===== src/rtl/bracket_depth_scanner_core_assert.svh =====
// Assertion macros for the bracket depth scanner.
// BDS_ASSERT_IMP checks cons in the same cycle as ante; BDS_ASSERT_NXT in the cycle after.
`ifndef BRACKET_DEPTH_SCANNER_CORE_ASSERT_SVH
`define BRACKET_DEPTH_SCANNER_CORE_ASSERT_SVH
`ifndef SYNTHESIS
`define BDS_ASSERT_IMP(label, clk, rst_n, ante, cons) \
    label: assert property (@(posedge clk) disable iff (!rst_n) (ante) |-> (cons)) \
        else $error("bds assertion failed");
`define BDS_ASSERT_NXT(label, clk, rst_n, ante, cons) \
    label: assert property (@(posedge clk) disable iff (!rst_n) (ante) |=> (cons)) \
        else $error("bds assertion failed");
`else
`define BDS_ASSERT_IMP(label, clk, rst_n, ante, cons)
`define BDS_ASSERT_NXT(label, clk, rst_n, ante, cons)
`endif
`endif


===== src/rtl/bds_pkg.sv =====
package bds_pkg;

    // beat kinds carried on tuser
    localparam logic [1:0] OP_MID   = 2'd0;
    localparam logic [1:0] OP_END   = 2'd1;
    localparam logic [1:0] OP_EMPTY = 2'd2;

    localparam logic [7:0] CH_LBRACE = 8'h7B;
    localparam logic [7:0] CH_RBRACE = 8'h7D;
    localparam logic [7:0] CH_LBRACK = 8'h5B;
    localparam logic [7:0] CH_RBRACK = 8'h5D;
    localparam logic [7:0] CH_LPAREN = 8'h28;
    localparam logic [7:0] CH_RPAREN = 8'h29;
    localparam logic [7:0] CH_DQUOTE = 8'h22;
    localparam logic [7:0] CH_APOS   = 8'h27;
    localparam logic [7:0] CH_SLASH  = 8'h2F;
    localparam logic [7:0] CH_STAR   = 8'h2A;
    localparam logic [7:0] CH_BSLASH = 8'h5C;

    typedef enum logic [1:0] {
        ACT_NONE,
        ACT_EAT,
        ACT_STOP
    } t_act;

    // result beat, lowest field last
    typedef struct packed {
        logic [4:0]  pad;
        logic        inside_comment;
        logic        quote_is_single;
        logic        inside_string;
        logic [15:0] nesting_depth;
    } t_result;

endpackage


===== src/rtl/bracket_depth_scanner_core.sv =====
// Channel   Dir  Fields (tdata / tuser, lowest bit up)
// s_axis    in   tdata[15:0] code_unit; tuser[1:0] op
// m_axis    out  tdata[15:0] nesting_depth, [16] inside_string,
//                [17] quote_is_single, [18] inside_comment, [23:19] zero
//
// One character beat is taken every cycle while s_axis is open; its result (line
// end or empty line) goes to the result register, or to the skid when that one
// is full and not popped. The lexical state is updated combinationally by up to
// two chained settle passes (held character with lookahead, then the line-end
// character without) between the input port and the state and result registers.
// A two-entry output stage (result register plus skid) keeps s_axis open
// while one result waits; s_axis stalls only when both entries are full.
// Synchronous active-low reset clears the lexical state and both output entries.
`include "bracket_depth_scanner_core_assert.svh"

module bracket_depth_scanner_core
    import bds_pkg::*;
#(
    parameter int DEPTH_WIDTH = 16,
    parameter int CHAR_WIDTH  = 16
) (
    input  logic        i_clk,
    input  logic        i_rst_n,
    input  logic        i_s_axis_tvalid,
    output logic        o_s_axis_tready,
    input  logic [15:0] i_s_axis_tdata,  // [15:0] code_unit
    input  logic [1:0]  i_s_axis_tuser,  // [1:0] op
    output logic        o_m_axis_tvalid,
    input  logic        i_m_axis_tready,
    output logic [23:0] o_m_axis_tdata   // depth, in string, single quote, in comment, pad
);

    typedef struct packed {
        logic [DEPTH_WIDTH-1:0] depth;
        logic                   str;
        logic                   qk;
        logic                   cmt;
    } t_lex;

    typedef struct packed {
        t_lex st;
        t_act act;
    } t_settle;

    localparam logic [CHAR_WIDTH-1:0] K_LBRACE = CHAR_WIDTH'(CH_LBRACE);
    localparam logic [CHAR_WIDTH-1:0] K_RBRACE = CHAR_WIDTH'(CH_RBRACE);
    localparam logic [CHAR_WIDTH-1:0] K_LBRACK = CHAR_WIDTH'(CH_LBRACK);
    localparam logic [CHAR_WIDTH-1:0] K_RBRACK = CHAR_WIDTH'(CH_RBRACK);
    localparam logic [CHAR_WIDTH-1:0] K_LPAREN = CHAR_WIDTH'(CH_LPAREN);
    localparam logic [CHAR_WIDTH-1:0] K_RPAREN = CHAR_WIDTH'(CH_RPAREN);
    localparam logic [CHAR_WIDTH-1:0] K_DQUOTE = CHAR_WIDTH'(CH_DQUOTE);
    localparam logic [CHAR_WIDTH-1:0] K_APOS   = CHAR_WIDTH'(CH_APOS);
    localparam logic [CHAR_WIDTH-1:0] K_SLASH  = CHAR_WIDTH'(CH_SLASH);
    localparam logic [CHAR_WIDTH-1:0] K_STAR   = CHAR_WIDTH'(CH_STAR);
    localparam logic [CHAR_WIDTH-1:0] K_BSLASH = CHAR_WIDTH'(CH_BSLASH);

    // Settle one character against the lexical state. nx is the lookahead,
    // pv the raw previous character on the line (for the escape check).
    function automatic t_settle settle(
        input t_lex                  s,
        input logic [CHAR_WIDTH-1:0] c,
        input logic                  has_nx,
        input logic [CHAR_WIDTH-1:0] nx,
        input logic                  has_pv,
        input logic [CHAR_WIDTH-1:0] pv
    );
        t_settle r;
        r.st  = s;
        r.act = ACT_NONE;
        if (!s.cmt && !s.str && (c == K_APOS || c == K_DQUOTE)) begin
            r.st.str = 1'b1;
            r.st.qk  = (c == K_APOS);
        end else if (!s.cmt && s.str && c == (s.qk ? K_APOS : K_DQUOTE)) begin
            if (!(has_pv && pv == K_BSLASH)) begin
                r.st.str = 1'b0;
            end
        end else if (s.str) begin
            // string body: nothing counts
        end else if (!s.cmt && has_nx && c == K_SLASH && nx == K_STAR) begin
            r.st.cmt = 1'b1;
            r.act    = ACT_EAT;
        end else if (s.cmt && has_nx && c == K_STAR && nx == K_SLASH) begin
            r.st.cmt = 1'b0;
            r.act    = ACT_EAT;
        end else if (s.cmt) begin
            // comment body: nothing counts
        end else if (has_nx && c == K_SLASH && nx == K_SLASH) begin
            r.act = ACT_STOP;
        end else if (c == K_LBRACE || c == K_LBRACK || c == K_LPAREN) begin
            if (s.depth != '1) begin
                r.st.depth = s.depth + 1'b1;
            end
        end else if (c == K_RBRACE || c == K_RBRACK || c == K_RPAREN) begin
            if (s.depth != '0) begin
                r.st.depth = s.depth - 1'b1;
            end
        end
        return r;
    endfunction

    // lexical and line-local state
    t_lex                  r_lex, n_lex;
    logic [CHAR_WIDTH-1:0] r_held, n_held;
    logic                  r_held_valid, n_held_valid;
    logic [CHAR_WIDTH-1:0] r_before, n_before;
    logic                  r_before_valid, n_before_valid;
    logic                  r_skip, n_skip;
    logic                  r_rest, n_rest;

    // output stage
    logic    r_out_valid, n_out_valid;
    t_result r_out_data, n_out_data;
    logic    r_skid_valid, n_skid_valid;
    t_result r_skid_data, n_skid_data;

    logic                  s_acc;
    logic                  pop;
    logic                  has_result;
    logic [CHAR_WIDTH-1:0] c_in;
    t_settle               set_a;
    t_settle               set_b;
    t_lex                  lex_a;
    t_lex                  lex_fin;
    logic                  eat_a;
    logic                  rest_a;
    logic [32:0]           depth_ext;
    t_result               res;

    assign o_s_axis_tready = !r_skid_valid;
    assign s_acc           = i_s_axis_tvalid && o_s_axis_tready;
    assign pop             = r_out_valid && i_m_axis_tready;
    assign c_in            = i_s_axis_tdata[CHAR_WIDTH-1:0];
    assign has_result      = (i_s_axis_tuser == OP_END) || (i_s_axis_tuser == OP_EMPTY);

    // first pass: settle the held character with the new one as lookahead
    assign set_a  = settle(r_lex, r_held, 1'b1, c_in, r_before_valid, r_before);
    assign eat_a  = !r_rest && r_held_valid && !r_skip && (set_a.act == ACT_EAT);
    assign rest_a = r_rest || (r_held_valid && !r_skip && (set_a.act == ACT_STOP));
    assign lex_a  = (!r_rest && r_held_valid && !r_skip) ? set_a.st : r_lex;

    // second pass at line end: settle the new character with no lookahead
    assign set_b = settle(lex_a, c_in, 1'b0, '0, r_held_valid, r_held);

    always_comb begin
        n_lex          = r_lex;
        n_held         = r_held;
        n_held_valid   = r_held_valid;
        n_before       = r_before;
        n_before_valid = r_before_valid;
        n_skip         = r_skip;
        n_rest         = r_rest;
        lex_fin        = r_lex;

        if (s_acc) begin
            case (i_s_axis_tuser)
                OP_MID: begin
                    n_lex = lex_a;
                    n_rest = rest_a;
                    if (!r_rest) begin
                        // shift the line window
                        n_before       = r_held;
                        n_before_valid = r_held_valid;
                        n_held         = c_in;
                        n_held_valid   = 1'b1;
                        n_skip         = eat_a;
                    end
                end
                OP_END: begin
                    lex_fin = (!rest_a && !(r_rest ? r_skip : eat_a)) ? set_b.st : lex_a;
                    n_lex   = lex_fin;
                end
                OP_EMPTY: begin
                    lex_fin = r_lex;
                end
                default: begin
                    // unused kind: drop the beat
                end
            endcase
            if (has_result) begin
                // clear line-local state after every report
                n_held         = '0;
                n_held_valid   = 1'b0;
                n_before       = '0;
                n_before_valid = 1'b0;
                n_skip         = 1'b0;
                n_rest         = 1'b0;
            end
        end
    end

    // report: clamp depth to the 16-bit field
    always_comb begin
        depth_ext           = 33'(lex_fin.depth);
        res.pad             = '0;
        res.inside_comment  = lex_fin.cmt;
        res.quote_is_single = lex_fin.str && lex_fin.qk;
        res.inside_string   = lex_fin.str;
        res.nesting_depth   = (depth_ext > 33'h0FFFF) ? 16'hFFFF : depth_ext[15:0];
    end

    // two-entry output: result register with skid behind it
    always_comb begin
        n_out_valid  = r_out_valid;
        n_out_data   = r_out_data;
        n_skid_valid = r_skid_valid;
        n_skid_data  = r_skid_data;
        if (r_skid_valid) begin
            if (pop) begin
                n_out_data   = r_skid_data;
                n_skid_valid = 1'b0;
            end
        end else if (s_acc && has_result) begin
            if (!r_out_valid || pop) begin
                n_out_valid = 1'b1;
                n_out_data  = res;
            end else begin
                n_skid_valid = 1'b1;
                n_skid_data  = res;
            end
        end else if (pop) begin
            n_out_valid = 1'b0;
        end
    end

    always_ff @(posedge i_clk) begin
        if (!i_rst_n) begin
            r_lex          <= '0;
            r_held         <= '0;
            r_held_valid   <= 1'b0;
            r_before       <= '0;
            r_before_valid <= 1'b0;
            r_skip         <= 1'b0;
            r_rest         <= 1'b0;
            r_out_valid    <= 1'b0;
            r_skid_valid   <= 1'b0;
        end else begin
            r_lex          <= n_lex;
            r_held         <= n_held;
            r_held_valid   <= n_held_valid;
            r_before       <= n_before;
            r_before_valid <= n_before_valid;
            r_skip         <= n_skip;
            r_rest         <= n_rest;
            r_out_valid    <= n_out_valid;
            r_skid_valid   <= n_skid_valid;
        end
    end

    // payload: no reset
    always_ff @(posedge i_clk) begin
        r_out_data  <= n_out_data;
        r_skid_data <= n_skid_data;
    end

    assign o_m_axis_tvalid = r_out_valid;
    assign o_m_axis_tdata  = r_out_data;

    `BDS_ASSERT_IMP(a_skid_needs_out, i_clk, i_rst_n, r_skid_valid, r_out_valid)
    `BDS_ASSERT_IMP(a_quote_needs_string, i_clk, i_rst_n, r_out_valid,
        (!r_out_data.quote_is_single || r_out_data.inside_string))
    `BDS_ASSERT_NXT(a_line_cleared, i_clk, i_rst_n, (s_acc && has_result),
        (!r_held_valid && !r_skip && !r_rest && !r_before_valid))
    `BDS_ASSERT_NXT(a_no_result_holds, i_clk, i_rst_n, (s_acc && !has_result && !pop),
        ($stable(r_out_valid) && $stable(r_skid_valid)))

endmodule


===== config.mk =====
export PLATFORM = sky130hd
export DESIGN_NAME = bracket_depth_scanner_core
export DESIGN_NICKNAME = d
export VERILOG_FILES = /design/src/rtl/bds_pkg.sv /design/src/rtl/bracket_depth_scanner_core.sv
export VERILOG_INCLUDE_DIRS = /design/src /design/src/rtl
export SDC_FILE = /design/constraint.sdc
export NUM_CORES = 1
export LEC_CHECK = 0
export BUFFER_PORTS_ARGS = -buffer_cell sky130_fd_sc_hd__buf_2
export CAP_MARGIN = 40
export CORE_MARGIN = 10
export CORE_UTILIZATION = 45
export DETAILED_ROUTE_END_ITERATION = 16
export GPL_TIMING_DRIVEN = 0
export PLACE_DENSITY = 0.62
export SLEW_MARGIN = 20
export SYNTH_ARGS = -nofsm -noshare
export SYNTH_HDL_FRONTEND = slang
export SYNTH_SLANG_ARGS = --single-unit

===== constraint.sdc =====
create_clock -name i_clk -period 7.2 [get_ports i_clk]
set_input_delay 0.36 -clock i_clk [delete_from_list [all_inputs] [get_ports i_clk]]
set_output_delay 0.36 -clock i_clk [all_outputs]
set_load 0.1 [all_outputs]

==> out/qor.csv, run 1 <==
stage,metric,value,unit
status,status,completed,
detailed_routing,vias,8239,
die,Die H,150.6,microns
finish,Antenna diodes,0,
timing,RSZ-0062 raised after global routing,false,
finish,Synth-to-Final Area Change,11.33,%
timing,Final Max Slew Viols,0,
clocking,number of setup buffers added after CTS,0,
critical_path,Setup crit end kind,flip-flop,
die,# rows,47,
placed_design,Routability Congestion,0.9756,
detailed_routing,DR DRC count,0,
yosys,Synth Warn #,0,
timing,Rel. slew slack,0.3716,
timing,Hold Fails Final Rpt,0,
timing,setup tns final,0,ns
critical_path,Crit path max-delay family,simple AND/OR/NAND/NOR gates,
power_and_ir_drop,pwr dens,175.0,nW/um^2
finish,Final nets,1069,
die,Core Area,16640,sq um
die,die width,150.6,microns
critical_path,CP max stage delay,0.72,ns
critical_path,worst path arrival time,6.27,ns
clocking,Inserted Clock Buffers,9,
critical_path,critical path class,reg2reg,
yosys,asr flop ratio synth,0,
global_route,vias in the first global route,7555,
global_route,grt ovf,0,
finish,Multi-input gate area,5036,sq um
placed_design,Final HPWL DP,22.73,mm
clocking,post_cts resized,0,
timing,Max Clock Freq,162.5,MHz
min_path,Hold Crit Class,in2reg,
clocking,clock latency on the worst-skew pair,0.36,ns
detailed_routing,Total Routed Length,28.93,mm
global_route,largest net degree at the start of global routing,18,
job,max cap viols,0,
detailed_routing,vias per cell,6.523,
global_route,Total GRT Usage,0.2483,
power_and_ir_drop,worst-case vdd ir drop,0.1381,mV
die,die area,22680,sq um
clocking,Post-CTS Hold Fix Bufs,0,
critical_path,crit path max fanout,10,
yosys,Seq cells post-synth,95,
clocking,CTS tree,built,
yosys,Synth Instances,974,
timing,final worst path period need,6.155,ns
yosys,sequential area share after synthesis,0.2974,
finish,Fillers,1667,
detailed_routing,DRT Pass-1 Iters,5,
clocking,clock sinks,95,
power_and_ir_drop,P_leak,0.002934,uW
yosys,Post-synth EDFFs,38,
yosys,"Avg Cell Area, Syn",7.880,sq um
timing,fin crit share,0.8549,
finish,layout cells sized above 1,0.1170,
die,I/O pin total,48,
detailed_routing,DR WL/cell,22.90,microns
clocking,Clock Tree Buf Depth,2,
clocking,Root Driver,clkbuf_16,
global_route,initial antenna violation count,0,
yosys,Yosys cell types,94,
timing,endpoints failing setup,0,
global_route,first-pass GRT wire length,43.92,mm
finish,Final Util,0.5134,
critical_path,worst endpoint required time,7.32,ns
clocking,clock-pin slew on the worst setup and hold paths,0.07,ns
die,initial core utilization,0.4612,
placed_design,port bufs,41,
yosys,"Top FF cell, synth",dfxtp_1,
critical_path,WP buf/inv,7,
detailed_routing,DR iter-0 viols,982,
finish,FF+latch area,2282,sq um
timing,Final Skew,0.009777,ns
critical_path,"Slowest-stage cell, CP",nor4_2,
detailed_routing,Post-DRT Antenna Nets,0,
critical_path,CP cell instances,nor4_2 -> and4_1 -> clkbuf_1 -> a21boi_0 -> o21ai_4 -> buf_6 -> buf_4 -> clkbuf_1 -> o22ai_1 -> nand2_1 -> o311ai_0 -> clkdlybuf4s15_2 -> inv_1 -> ha_1 -> inv_1 -> nor2_1 -> nand2_1 -> or4b_1 -> o32a_1 -> mux2i_1 -> xnor2_1 -> mux2_2,
timing,Slew @ Worst Pin,0.9346,ns
yosys,synthesized cell area,7675,sq um
clocking,H-tree lvl count,3,
critical_path,Startpoint Class,flip-flop,
-- report_power, final --
| part | leakage, uW | switching (uW) | internal [uW] |
|---|---|---|---|
| sequential | 0.000825 | 19.4 | 583 |
| clock | 0.000147 | 232 | 256 |
| combinational | 0.00196 | 302 | 102 |
| total | 0.00293 | 554 | 941 |
-- worst paths after layout --
check                      startpoint                           to  slack (ns)  cells past startpoint
min                 i_s_axis_tdata[9]       r_held[9]$_SDFFE_PN0P_        0.29                      3
max reg2reg   r_held[15]$_SDFFE_PN0P_  o_m_axis_tdata[8]$_DFFE_PP_        1.04                     22
max           r_held[15]$_SDFFE_PN0P_  o_m_axis_tdata[8]$_DFFE_PP_        1.04                     22
min reg2reg  r_before[2]$_SDFFE_PN0P_     r_before[2]$_SDFFE_PN0P_        0.49                      2
-- synth_stat cells, types with 19 or more instances --
master | number | share of area
clkbuf_1 | 55 | 0.027
a21oi_1 | 40 | 0.026
a22oi_1 | 36 | 0.035
xnor2_1 | 19 | 0.022
edfxtp_1 | 38 | 0.15
nand3_1 | 39 | 0.025
nor2b_1 | 23 | 0.019
nor2_1 | 101 | 0.049
inv_1 | 21 | 0.010
nor4_1 | 22 | 0.018
nand2_1 | 105 | 0.051
nor3_1 | 34 | 0.022
dfxtp_1 | 57 | 0.15
o21ai_0 | 34 | 0.022
nand4_1 | 31 | 0.025
-- state kept, by name, indices dropped and copies added (netlist names) --
| signal | count |
|---|---|
| o_m_axis_tvalid | 1 |
| r_skip | 1 |
| r_skid_valid | 1 |
| r_lex | 19 |
| o_m_axis_tdata | 19 |
| r_skid_data | 19 |
| r_before | 16 |
| r_held_valid | 1 |
| r_rest | 1 |
| r_held | 16 |
| r_before_valid | 1 |
-- cell families after synthesis --
logic type,share of synthesized area
compound gates,0.2437
xor+xnor,0.03179
fa+ha+maj,0.01467
buf+inv,0.05168
flops,0.2974
mux,0.03326
other cells,0.0004886
simple gates,0.3270
-- final cells by class --
class | instances | share of cell area
timing repair buffer | 49 | 0.03119
tap | 220 | 0.03222
buffer | 72 | 0.03632
clock inverter | 6 | 0.006882
multi-input combinational | 788 | 0.5894
inverter | 23 | 0.01010
sequential | 95 | 0.2671
clock buffer | 10 | 0.02680
-- layer usage --
layer,part of all wire,GRT usage
met1,0.44,0.3374
met2,0.45,0.3913
met3,0.084,0.03721
met4,0.032,0.08903
met5,0,0
-- placed cells by master (no fill, tap or decap), types with 34 or more instances in the layout --
master	instances
o21ai_0	34
nor2_1	101
buf_2	47
nand2_1	105
a22oi_1	36
nand3_1	39
a21oi_1	39
edfxtp_1	38
clkbuf_1	56
dfxtp_1	57
-- per-stage QoR --
stage	hold slack [ns]	instances	total power, uW	cell area, sq um	setup slack, ns
6_report	0.2938	1263	1495	8544	1.045
5_1_grt	0.3118	1263	1547	8544	0.7616
4_1_cts	0.2989	1261	1489	8532	1.227
3_5_place_dp	0.4777	1245	1006	8244	1.084
3_3_place_gp	0.4764	1239	1005	8170	1.005
2_1_floorplan	0.4571	978	892.2	7690	2.214
-- worst register-to-register path, stage by stage, from the launching register on --
cell             delay [ns]
dfxtp_1                0.35
nor4_2                 0.72
and4_1                 0.33
clkbuf_1               0.21
a21boi_0               0.34
o21ai_4                0.24
buf_6                  0.19
buf_4                  0.20
clkbuf_1               0.43
o22ai_1                0.17
nand2_1                0.09
o311ai_0               0.21
clkdlybuf4s15_2        0.30
inv_1                  0.09
ha_1                   0.23
inv_1                  0.06
nor2_1                 0.22
nand2_1                0.11
or4b_1                 0.49
o32a_1                 0.28
mux2i_1                0.22
xnor2_1                0.16
mux2_2                 0.30
Power figures use the tool's default switching activity.
==> run 2, diff against run 1 <==
--- a/config.mk
+++ b/config.mk
@@ -8,8 +8,10 @@
 export LEC_CHECK = 0
 export BUFFER_PORTS_ARGS = -buffer_cell sky130_fd_sc_hd__buf_2
 export CAP_MARGIN = 40
+export CORE_ASPECT_RATIO = 1.5
 export CORE_MARGIN = 10
 export CORE_UTILIZATION = 45
+export CTS_CLUSTER_SIZE = 10
 export DETAILED_ROUTE_END_ITERATION = 16
 export GPL_TIMING_DRIVEN = 0
 export PLACE_DENSITY = 0.62
==> constraint.sdc (replaced) <==
create_clock -name i_clk -period 7.3 [get_ports i_clk]
set_input_delay 0.365 -clock i_clk [delete_from_list [all_inputs] [get_ports i_clk]]
set_output_delay 0.365 -clock i_clk [all_outputs]
set_load 0.1 [all_outputs]
==> run 2 against run 1 <==
Against the previous run:
- flip-flop and latch count did not move
- sequential share of layout area barely moved
- maximum frequency fell by 0.79%
- critical path depth fell by 1
- die area rose by 0.47%
- count of clock-buffer cells in the layout did not move
- worst setup slack improved by 0.051 ns
- sequential power fell by 1%
- highest routed layer unchanged
==> out/qor.csv, run 2 (synthesis results as in run 1) <==
stage,metric,value,unit,change
status,status,completed,,
die,Die H,179.9,microns,+19%
critical_path,Setup crit end kind,flip-flop,,
clocking,number of setup buffers added after CTS,0,,unchanged
detailed_routing,DRT Pass-1 Iters,6,,+1
global_route,initial antenna violation count,0,,unchanged
timing,fin crit share,0.8499,,-0.005030
finish,Fillers,1702,,+2.1%
placed_design,placed cells,1237,,-0.64%
global_route,grt ovf,0,,unchanged
power_and_ir_drop,share of total power in sequential cells,0.395,,-0.008
clocking,clock-pin slew on the worst setup and hold paths,0.08,ns,about the same
clocking,Root Driver,clkbuf_16,,
timing,Slew @ Worst Pin,0.9931,ns,+0.05843 ns
global_route,first-pass GRT wire length,47.54,mm,+8.2%
timing,final worst path period need,6.204,ns,+0.04877 ns
power_and_ir_drop,P_leak,0.002943,uW,+0.33%
finish,Synth-to-Final Area Change,11.44,%,
finish,Multi-input gate area,5036,sq um,unchanged
critical_path,worst path arrival time,6.33,ns,+0.06 ns
power_and_ir_drop,Comb pwr share,0.272,,+0.002
timing,Final Max Slew Viols,0,,unchanged
job,max cap viols,0,,unchanged
timing,Rel. slew slack,0.3329,,-0.03872
die,die area,22790,sq um,+0.47%
clocking,CTS tree,built,,
timing,setup tns final,0,ns,unchanged
timing,RSZ-0062 raised after global routing,false,,
detailed_routing,DR DRC count,0,,unchanged
timing,Hold Fails Final Rpt,0,,unchanged
finish,FF+latch area,2282,sq um,unchanged
global_route,Total GRT Usage,0.2682,,+0.01994
finish,final non-filler cell total,1255,,-0.63%
die,# rows,58,,+23%
min_path,Hold Crit Class,in2reg,,
power_and_ir_drop,pwr dens,176.6,nW/um^2,+0.91%
clocking,H-tree lvl count,3,,unchanged
finish,Antenna diodes,0,,unchanged
clocking,Post-CTS Hold Fix Bufs,0,,unchanged
clocking,post_cts resized,0,,unchanged
finish,"commonest cells after routing, fill and taps aside","105 x nand2_1, 101 x nor2_1, 57 x dfxtp_1, 56 x clkbuf_1, 48 x buf_2",,
die,die width,126.6,microns,-16%
timing,Final Skew,0.01655,ns,+0.006775 ns
finish,Final nets,1071,,+0.19%
power_and_ir_drop,sw power,565.7,uW,+2.1%
finish,"most common cell after layout, fill and taps aside",nand2_1,,
clocking,Clock Tree Buf Depth,2,,unchanged
clocking,Inserted Clock Buffers,9,,unchanged
critical_path,crit path max fanout,10,,unchanged
detailed_routing,DR WL/cell,25.39,microns,+11%
critical_path,worst endpoint required time,7.43,ns,+0.11 ns
power_and_ir_drop,Clock power frac,0.333,,+0.006
global_route,largest net degree at the start of global routing,17,,-1
finish,layout cells sized above 1,0.1177,,+0.0007331
detailed_routing,Post-DRT Antenna Nets,0,,unchanged
global_route,vias in the first global route,7865,,+4.1%
clocking,clock latency on the worst-skew pair,0.37,ns,about the same
power_and_ir_drop,worst-case vdd ir drop,0.1372,mV,-0.70%
die,Core Area,16760,sq um,+0.73%
die,I/O pin total,48,,unchanged
timing,endpoints failing setup,0,,unchanged
placed_design,port bufs,41,,unchanged
detailed_routing,Total Routed Length,31.87,mm,+10%
detailed_routing,vias per cell,6.607,,+1.3%
clocking,clock sinks,95,,unchanged
placed_design,Routability Congestion,1.016,,+4.2%
placed_design,Final HPWL DP,25.32,mm,+11%
critical_path,Startpoint Class,flip-flop,,
power_and_ir_drop,sw frac,0.3746,,+0.004081
critical_path,critical path class,reg2reg,,
detailed_routing,vias,8292,,+0.64%
timing,Max Clock Freq,161.2,MHz,-0.79%
power_and_ir_drop,internal power,944.5,uW,+0.36%
detailed_routing,DR iter-0 viols,865,,-12%
die,initial core utilization,0.4578,,-0.003339
-- run 2: power by group through the flow --
stage | logic (uW) | registers, uW | clock network (uW)
floorplan | 215 | 665 | 0
global placement | 396 | 608 | 0
detailed placement | 399 | 607 | 0
CTS | 400 | 595 | 502
global route | 433 | 597 | 521
finish | 411 | 596 | 503
-- run 2: critical path: stages (launching register included) --
cell and delay, ns:
dfxtp_1 0.37, nor4_2 0.69, and4_1 0.36, clkbuf_1 0.22, a21boi_0 0.36, o21ai_4 0.24, buf_6 0.20, buf_4 0.21
clkbuf_1 0.46, o22ai_1 0.18, nand2_1 0.11, o311ai_0 0.18, buf_2 0.21, inv_1 0.08, ha_1 0.21, and3_1 0.28
nand3_1 0.21, nor2_1 0.37, o32a_1 0.35, mux2i_1 0.25, xnor2_1 0.13, mux2_2 0.31
-- run 2: metal layers --
layer,part of all wire,GRT usage,vias to the layer above
met1,0.36,0.2786,3922
li1,-,-,3849
met3,0.061,0.04888,142
met2,0.48,0.4532,379
met5,0,0,-
met4,0.096,0.2284,0
-- run 2: final timing paths --
path                            cells past startpoint                     start                          end  slack, ns
worst max register to register                     21   r_held[15]$_SDFFE_PN0P_  o_m_axis_tdata[8]$_DFFE_PP_       1.10
worst max-delay path                               21   r_held[15]$_SDFFE_PN0P_  o_m_axis_tdata[8]$_DFFE_PP_       1.10
worst min-delay path                                3        i_s_axis_tdata[12]      r_held[12]$_SDFFE_PN0P_       0.30
worst min register to register                      2  r_before[6]$_SDFFE_PN0P_     r_before[6]$_SDFFE_PN0P_       0.49
-- run 2: metrics by stage --
step | instance area, sq um | hold slack [ns] | util | worst slack (ns) | power (uW)
after global placement | 8158 | 0.4753 | 0.4866 | 1.055 | 1003
after detailed placement | 8240 | 0.4791 | 0.4916 | 1.160 | 1006
final | 8553 | 0.2958 | 0.5102 | 1.096 | 1510
after global routing | 8553 | 0.3161 | 0.5102 | 0.8988 | 1551
after CTS | 8538 | 0.2969 | 0.5093 | 1.262 | 1498
after floorplan | 7690 | 0.4571 | - | 2.309 | 880.0
-- run 2: final cells by class --
cell class	instances	area share
buffer	72	0.03628
clock buffer	10	0.02677
clock inverter	6	0.008046
inverter	23	0.01009
multi-input combinational	788	0.5888
sequential	95	0.2668
tap	210	0.03072
timing repair buffer	51	0.03248
